`config.mk`:
```
export PLATFORM = sky130hd
export DESIGN_NAME = header_tail_frame_receiver
export DESIGN_NICKNAME = d
export VERILOG_FILES = /design/src/htfr_pkg.sv /design/src/header_tail_frame_receiver.sv
export SDC_FILE = /design/constraint.sdc
export NUM_CORES = 1
export LEC_CHECK = 0
export BUFFER_PORTS_ARGS = -buffer_cell sky130_fd_sc_hd__buf_2
export CORE_ASPECT_RATIO = 2
export CORE_UTILIZATION = 51
export CTS_CLUSTER_SIZE = 24
export DETAILED_ROUTE_END_ITERATION = 8
export GPL_TIMING_DRIVEN = 0
export PLACE_DENSITY = 0.68
export SLEW_MARGIN = 20
export SYNTH_ARGS = -nofsm -noshare
export SYNTH_HDL_FRONTEND = slang
export SYNTH_SLANG_ARGS = --single-unit
```
`constraint.sdc`:
```
create_clock -name clk_i -period 16.4 [get_ports clk_i]
set_input_delay 4.1 -clock clk_i [delete_from_list [all_inputs] [get_ports clk_i]]
set_output_delay 4.1 -clock clk_i [all_outputs]
set_load 0.02 [all_outputs]
```
`src/htfr_pkg.sv`:
```
// types, constants and byte count helpers for the header/tail frame receiver
`timescale 1ns / 1ps

package htfr_pkg;

  localparam int CFG_IDX_W = 3;

  localparam logic [CFG_IDX_W-1:0] REG_HEADER_FIRST  = 3'd0;
  localparam logic [CFG_IDX_W-1:0] REG_HEADER_SECOND = 3'd1;
  localparam logic [CFG_IDX_W-1:0] REG_TAIL_FIRST    = 3'd2;
  localparam logic [CFG_IDX_W-1:0] REG_TAIL_SECOND   = 3'd3;

  localparam logic [7:0] HEADER_FIRST_RST  = 8'hAA;
  localparam logic [7:0] HEADER_SECOND_RST = 8'h55;
  localparam logic [7:0] TAIL_FIRST_RST    = 8'h0D;
  localparam logic [7:0] TAIL_SECOND_RST   = 8'h0A;

  localparam logic [7:0] MODE_MASK = 8'h79;

  // frame positions that are ever read back
  localparam int POS_LEN   = 2;
  localparam int POS_MODE  = 3;
  localparam int POS_SURGE = 5;
  localparam int POS_SWAY  = 9;
  localparam int POS_YAW   = 13;
  localparam int POS_FIRST = 2;
  localparam int POS_LAST  = 16;

  localparam int NUM_WORDS = 3;

  typedef enum logic [1:0] {
    ST_HEADER1,
    ST_HEADER2,
    ST_BODY,
    ST_TAIL1
  } hunt_state_e;

  typedef struct packed {
    logic [31:0] surge_word;
    logic [31:0] sway_word;
    logic [31:0] yaw_word;
    logic [7:0]  length_field;
    logic        command_ok;
  } result_t;

  // min(len/3, 4)
  function automatic logic [2:0] surge_count(logic [7:0] len);
    logic [2:0] cnt;
    if (len < 8'd3) cnt = 3'd0;
    else if (len < 8'd6) cnt = 3'd1;
    else if (len < 8'd9) cnt = 3'd2;
    else if (len < 8'd12) cnt = 3'd3;
    else cnt = 3'd4;
    return cnt;
  endfunction

  // 2*(len/3) - 4 clamped to 0..4
  function automatic logic [2:0] sway_count(logic [7:0] len);
    logic [2:0] cnt;
    if (len < 8'd9) cnt = 3'd0;
    else if (len < 8'd12) cnt = 3'd2;
    else cnt = 3'd4;
    return cnt;
  endfunction

  // len - 8 clamped to 0..4
  function automatic logic [2:0] yaw_count(logic [7:0] len);
    logic [7:0] diff;
    logic [2:0] cnt;
    diff = len - 8'd8;
    if (len < 8'd9) cnt = 3'd0;
    else if (len < 8'd12) cnt = diff[2:0];
    else cnt = 3'd4;
    return cnt;
  endfunction

endpackage

```
`src/header_tail_frame_receiver.sv`:
```
// A result is registered on the closing tail byte. Throughput: one received byte
// per cycle when not stalled; the frame positions that are read back sit in fixed
// byte registers with the current byte forwarded, so a frame closes in the same
// cycle as its last byte. An output register plus a skid stage keep input
// transfers going while a result waits. Reset (rst_ni, async, active low) restores
// the sync/tail registers, clears the held words and restarts the hunt.
`timescale 1ns / 1ps

module header_tail_frame_receiver #(
  parameter int FRAME_DEPTH = 32
) (
  input  logic                           clk_i,
  input  logic                           rst_ni,
  input  logic                           cfg_we_i,
  input  logic [htfr_pkg::CFG_IDX_W-1:0] cfg_idx_i,
  input  logic [7:0]                     cfg_data_i,
  input  logic                           in_valid_i,
  output logic                           in_stall_o,
  input  logic [7:0]                     rx_byte_i,
  output logic                           out_valid_o,
  input  logic                           out_stall_i,
  output logic [31:0]                    surge_word_o,
  output logic [31:0]                    sway_word_o,
  output logic [31:0]                    yaw_word_o,
  output logic [7:0]                     length_field_o,
  output logic                           command_ok_o
);
  import htfr_pkg::*;

  localparam int IDX_W = $clog2(FRAME_DEPTH);

  logic [7:0] header_first_q, header_second_q, tail_first_q, tail_second_q;

  hunt_state_e      state_q, state_d;
  logic [IDX_W-1:0] idx_q, idx_d;
  logic [7:0]       frame_q [POS_FIRST:POS_LAST];
  logic [7:0]       fwd     [POS_FIRST:POS_LAST];
  logic [31:0]      held_q  [NUM_WORDS];
  logic [31:0]      held_d  [NUM_WORDS];
  logic [2:0]       cnt     [NUM_WORDS];

  logic    in_xfer, out_xfer;
  logic    restart, complete, mode_ok;
  logic    out_valid_q, skid_valid_q;
  result_t out_q, skid_q, res;

  assign in_stall_o = skid_valid_q;
  assign in_xfer    = in_valid_i & ~in_stall_o;
  assign out_xfer   = out_valid_q & ~out_stall_i;

  // configuration writes
  always_ff @(posedge clk_i or negedge rst_ni) begin
    if (!rst_ni) begin
      header_first_q  <= HEADER_FIRST_RST;
      header_second_q <= HEADER_SECOND_RST;
      tail_first_q    <= TAIL_FIRST_RST;
      tail_second_q   <= TAIL_SECOND_RST;
    end else if (cfg_we_i) begin
      unique case (cfg_idx_i)
        REG_HEADER_FIRST:  header_first_q  <= cfg_data_i;
        REG_HEADER_SECOND: header_second_q <= cfg_data_i;
        REG_TAIL_FIRST:    tail_first_q    <= cfg_data_i;
        REG_TAIL_SECOND:   tail_second_q   <= cfg_data_i;
        default: ;
      endcase
    end
  end

  // current byte forwarded into the store view
  always_comb begin
    for (int p = POS_FIRST; p <= POS_LAST; p++) begin
      fwd[p] = (idx_q == IDX_W'(p)) ? rx_byte_i : frame_q[p];
    end
  end

  // hunt state machine
  always_comb begin
    state_d  = state_q;
    idx_d    = idx_q;
    restart  = 1'b0;
    complete = 1'b0;
    unique case (state_q)
      ST_HEADER1: begin
        if (rx_byte_i == header_first_q) begin
          state_d = ST_HEADER2;
          idx_d   = IDX_W'(1);
        end else begin
          idx_d = '0;
        end
      end
      ST_HEADER2: begin
        if (rx_byte_i == header_second_q) begin
          state_d = ST_BODY;
          idx_d   = IDX_W'(2);
        end else begin
          state_d = ST_HEADER1;
          idx_d   = '0;
        end
      end
      ST_BODY, ST_TAIL1: begin
        if (state_q == ST_TAIL1 && rx_byte_i == tail_second_q) begin
          complete = 1'b1;
          restart  = 1'b1;
        end else begin
          state_d = (rx_byte_i == tail_first_q && state_q == ST_BODY) ? ST_TAIL1 : ST_BODY;
          idx_d   = idx_q + IDX_W'(1);
          if (idx_q == IDX_W'(FRAME_DEPTH - 1)) begin
            restart = 1'b1;
          end
        end
      end
      default: ;
    endcase
    if (restart) begin
      state_d = ST_HEADER1;
      idx_d   = '0;
    end
  end

  // word update on a completed frame
  assign mode_ok = (fwd[POS_MODE] & MODE_MASK) == MODE_MASK;
  assign cnt[0]  = surge_count(fwd[POS_LEN]);
  assign cnt[1]  = sway_count(fwd[POS_LEN]);
  assign cnt[2]  = yaw_count(fwd[POS_LEN]);

  always_comb begin
    for (int w = 0; w < NUM_WORDS; w++) begin
      held_d[w] = held_q[w];
      for (int k = 0; k < 4; k++) begin
        if (mode_ok && 3'(k) < cnt[w]) begin
          unique case (w)
            0:       held_d[w][8*k +: 8] = fwd[POS_SURGE + k];
            1:       held_d[w][8*k +: 8] = fwd[POS_SWAY + k];
            default: held_d[w][8*k +: 8] = fwd[POS_YAW + k];
          endcase
        end
      end
    end
  end

  assign res.surge_word   = held_d[0];
  assign res.sway_word    = held_d[1];
  assign res.yaw_word     = held_d[2];
  assign res.length_field = fwd[POS_LEN];
  assign res.command_ok   = mode_ok;

  always_ff @(posedge clk_i or negedge rst_ni) begin
    if (!rst_ni) begin
      state_q <= ST_HEADER1;
      idx_q   <= '0;
      for (int p = POS_FIRST; p <= POS_LAST; p++) frame_q[p] <= '0;
      for (int w = 0; w < NUM_WORDS; w++) held_q[w] <= '0;
    end else if (in_xfer) begin
      state_q <= state_d;
      idx_q   <= idx_d;
      for (int p = POS_FIRST; p <= POS_LAST; p++) begin
        if (restart) frame_q[p] <= '0;
        else if (idx_q == IDX_W'(p)) frame_q[p] <= rx_byte_i;
      end
      if (complete) begin
        for (int w = 0; w < NUM_WORDS; w++) held_q[w] <= held_d[w];
      end
    end
  end

  // output register and skid stage
  always_ff @(posedge clk_i or negedge rst_ni) begin
    if (!rst_ni) begin
      out_valid_q  <= 1'b0;
      skid_valid_q <= 1'b0;
    end else begin
      if (in_xfer && complete) begin
        if (!out_valid_q || out_xfer) begin
          out_valid_q  <= 1'b1;
          skid_valid_q <= skid_valid_q;
        end else begin
          skid_valid_q <= 1'b1;
        end
      end else if (out_xfer) begin
        out_valid_q  <= skid_valid_q;
        skid_valid_q <= 1'b0;
      end
    end
  end

  always_ff @(posedge clk_i) begin
    if (in_xfer && complete) begin
      if (!out_valid_q || out_xfer) begin
        if (skid_valid_q) begin
          out_q  <= skid_q;
          skid_q <= res;
        end else begin
          out_q <= res;
        end
      end else begin
        skid_q <= res;
      end
    end else if (out_xfer && skid_valid_q) begin
      out_q <= skid_q;
    end
  end

  assign out_valid_o    = out_valid_q;
  assign surge_word_o   = out_q.surge_word;
  assign sway_word_o    = out_q.sway_word;
  assign yaw_word_o     = out_q.yaw_word;
  assign length_field_o = out_q.length_field;
  assign command_ok_o   = out_q.command_ok;

  // checks
  a_skid_needs_out: assert property (@(posedge clk_i) disable iff (!rst_ni)
    skid_valid_q |-> out_valid_q)
    else $error("skid stage holds a result while the output register is empty");

  a_hunt_index_zero: assert property (@(posedge clk_i) disable iff (!rst_ni)
    state_q == ST_HEADER1 |-> idx_q == '0)
    else $error("byte index not zero while hunting the first header byte");

  a_hunt_store_clear: assert property (@(posedge clk_i) disable iff (!rst_ni)
    (state_q == ST_HEADER1 || state_q == ST_HEADER2) |->
      (frame_q[POS_LEN] == '0 && frame_q[POS_MODE] == '0))
    else $error("frame store not cleared outside a frame body");

  a_result_from_tail: assert property (@(posedge clk_i) disable iff (!rst_ni)
    $rose(out_valid_q) |-> $past(state_q) == ST_TAIL1)
    else $error("result produced without a preceding tail byte");

endmodule

```
==> metrics <==
drt first pass iters 5; Routed WL per cell 22.55 µm; CTS tree yes; TNS Setup 0 ns; Psw 0.0009153 W; Clock Skews 0.01653 ns; Num CTS Buffers 40; Fin. Hold Viols 0; post-route minimum period 7.735 ns; Max clock buf depth 3; Comb power frac 0.199; first-pass GRT wire length 81200 µm; Synth async-reset ratio 0.5395; Post-Synthesis Cells 1610; RSZ-0062 raised after global routing no; post-route ant nets 0; PortBufs 125; Peak Freq 129.3 MHz; Int Power 0.002152 W; Seq/Total Area, Yosys 0.6238; critical path class in -> reg; hold crit path type reg -> reg; Worst setup EP type flip-flop; Worst VDD drop 80.68 µV; Via Count 13490; GPL Wtd Cong 0.9016; H-tree depth 2; CORE AREA 38670 µm²; Distinct cells, synth 63; largest net degree at the start of global routing 101; Most used DFF post-synth dfrtp_1; GR Layer Usage met1 0.2971; Syn Area/Cell 12.42 µm²; Die X 142.0 µm; Detailed Route WL 52770 µm; vias in the first global route 13860; Reg clk slew, reported paths 0.06 ns; initial drt markers 912; Worst EP required 16.62 ns; Root Driver clkbuf_16; Data arrival, critical path 7.95 ns; final setup vio count 0; Detailed Place HPWL 38000 µm; initial antenna violation count 0; crit path max fanout 54; io pins 131; sw frac 0.2984; critical path cell sequence buf_2, clkbuf_1, xor2_1, nor4_2, and3_1, buf_2, clkbuf_2, and3_4, buf_16; number of cell rows 102; CTS hold repair buffers 0; critical path's top delay family buffers and inverters; die area 40070 µm²; postcts setup bufs 0; synth-to-layout area growth 14.84%; Initial Util 0.5173; syn_nets 1640; busiest grt layer met2; Relative slew margins 0.2408; M3 GR Usage 0.03149; Least-Margin Pin Slew 1.137 ns; cell area after synthesis 20000 µm²; routed vias/inst 5.763; critical path's most frequent cell buf_2; Net count, final 1817; Max Cap Violations 0; Reg power frac 0.467; Critical Path Slowest Stage Cell nor4_2; Residual DRC 0; period utilization 0.4716; Slew Limit Fails 0; Total GRT Usage 0.2730; CTS Sinks 456; Die H 282.1 µm; fraction of layout cells with a size suffix above 1 0.2413; Clock Latency Late Sink 0.56 ns; # resized after CTS 0; #FFs+latches synth 456; Power Dens Cells 133.5 nW/µm²; Worst Path Buf+Inv 5; Placed Instances 2265; static leakage 9.021 nW; Yosys warning total 0; type of origin of the critical path primary input; Post-synth EDFFs 210; max incr delay on CP 0.80 ns; grt met2 use 0.4997; GR Overflow Total 0; status complete, no violations; clock network power share 0.334; Final Non-Filler Cells 2340
[state kept, by name (all words and copies together) (netlist names), 5 cells and up]
register	cells
header_first_q	8
skid_q	105
length_field_o	8
idx_q	5
tail_second_q	8
held_q	96
yaw_word_o	32
sway_word_o	32
frame_q	109
surge_word_o	32
tail_first_q	8
header_second_q	8
[routing by layer]
layer | vias to the layer above | share of wire
met1 | 6734 | 0.36
li1 | 6213 | -
met5 | - | 0
met3 | 151 | 0.040
met2 | 388 | 0.54
met4 | 0 | 0.067
[layout make-up]
type / count / area, µm²
Multi-Input combinational cell: 1017 / 6943
Antenna cell: 1 / 2.502
Fill cell: 3174 / 15700
Sequential cell: 456 / 12480
Timing Repair Buffer: 135 / 868.3
Buffer: 118 / 540.5
Tap cell: 520 / 650.6
Clock inverter: 24 / 316.6
Clock buffer: 50 / 1101
Inverter: 19 / 71.32
[logic make-up (layout without fill, tap and decap cells)]
| logic type | count (synthesis) | in the layout | share of synthesized area |
|---|---|---|---|
| adders and majority gates | 6 | 6 | 0.003753 |
| xor gates and xnor gates | 31 | 31 | 0.01357 |
| and+or+nand+nor | 371 | 371 | 0.08376 |
| buffers and inverters | 137 | 346 | 0.03052 |
| AOI/OAI and AO/OA | 382 | 382 | 0.1235 |
| DFF | 456 | 456 | 0.6238 |
| other | 0 | 1 | 0 |
| muxes | 227 | 227 | 0.1211 |
[power groups by stage]
stage / combinational (W) / clock (W) / sequential [W]
after floorplan: 0.000437 / 0 / 0.00143
after global routing: 0.000667 / 0.00108 / 0.00145
final: 0.000611 / 0.00102 / 0.00143
after detailed placement: 0.000606 / 0 / 0.00145
after CTS: 0.000609 / 0.00104 / 0.00143
after global placement: 0.000587 / 0 / 0.00144
[worst min-delay path, cell delays in order, from the launching register on]
cell and delay (ns):
dfrtp_1 0.34, nand2_1 0.05, o31ai_1 0.06
[path summary, 6_finish.rpt]
path	depth (start not counted)	end	slack, ns	startpoint
worst max-delay path	9	skid_q[23]	8.67	rx_byte_i[5]
worst min-delay path	2	frame_q[81]	0.48	frame_q[81]
worst max register to register	8	skid_q[23]	12.37	tail_second_q[4]
worst min register to register	2	frame_q[81]	0.48	frame_q[81]
max in group asynchronous	2	held_q[75]	12.02	rst_ni
min in group asynchronous	1	held_q[42]	3.48	rst_ni
[stage by stage]
stage               total power (W)  worst slack, ns  utilization  area, µm²  hold WS [ns]
global placement           0.002030            1.089       0.5503      21280        0.4582
detailed placement         0.002058            7.887       0.5573      21550        0.4650
global route               0.003191            8.706       0.5940      22970        0.4907
CTS                        0.003078            8.460       0.5940      22970        0.4798
finish                     0.003067            8.665       0.5941      22970        0.4772
floorplan                  0.001865            5.223            -      20000        0.4478
[cells in the mapped netlist, types with 2 or more instances]
library cell | n | area share
a211o_1 | 2 | 0.00088
a211oi_1 | 4 | 0.0015
a21o_1 | 6 | 0.0023
a21oi_1 | 69 | 0.017
a22o_1 | 26 | 0.011
a31oi_1 | 15 | 0.0047
a32o_1 | 12 | 0.0060
and2_1 | 10 | 0.0031
and3_1 | 7 | 0.0022
buf_1 | 12 | 0.0023
buf_2 | 35 | 0.0088
buf_6 | 7 | 0.0039
clkbuf_1 | 64 | 0.012
dfrtp_1 | 233 | 0.29
dfstp_2 | 13 | 0.017
edfxtp_1 | 210 | 0.32
ha_1 | 6 | 0.0038
inv_1 | 17 | 0.0032
mux2_2 | 120 | 0.068
mux2i_1 | 107 | 0.054
nand2_1 | 257 | 0.048
nand2_2 | 18 | 0.0056
nand2b_1 | 3 | 0.00094
nand3_1 | 12 | 0.0030
nand4_1 | 8 | 0.0025
nor2_1 | 24 | 0.0045
nor2b_1 | 2 | 0.00063
nor3_1 | 6 | 0.0015
nor3b_1 | 3 | 0.0011
nor4_1 | 3 | 0.00094
nor4b_1 | 3 | 0.0013
nor4bb_1 | 2 | 0.0010
o211ai_1 | 3 | 0.0011
o21ai_0 | 68 | 0.017
o21ai_1 | 64 | 0.016
o21ai_2 | 32 | 0.014
o31ai_1 | 70 | 0.026
or3_1 | 2 | 0.00063
or4_1 | 2 | 0.00075
xnor2_1 | 15 | 0.0066
xor2_1 | 16 | 0.0070
[cells in the final DEF (no fill, tap or decap), drive strengths merged, types with 16 or more instances in the layout]
cell	n
nand2	275
dfrtp	233
edfxtp	210
buf	188
o21ai	164
mux2	120
clkbuf	115
mux2i	107
o31ai	70
a21oi	70
a22o	26
nor2	25
inv	20
xor2	16
(Power assumes the default switching activity.)
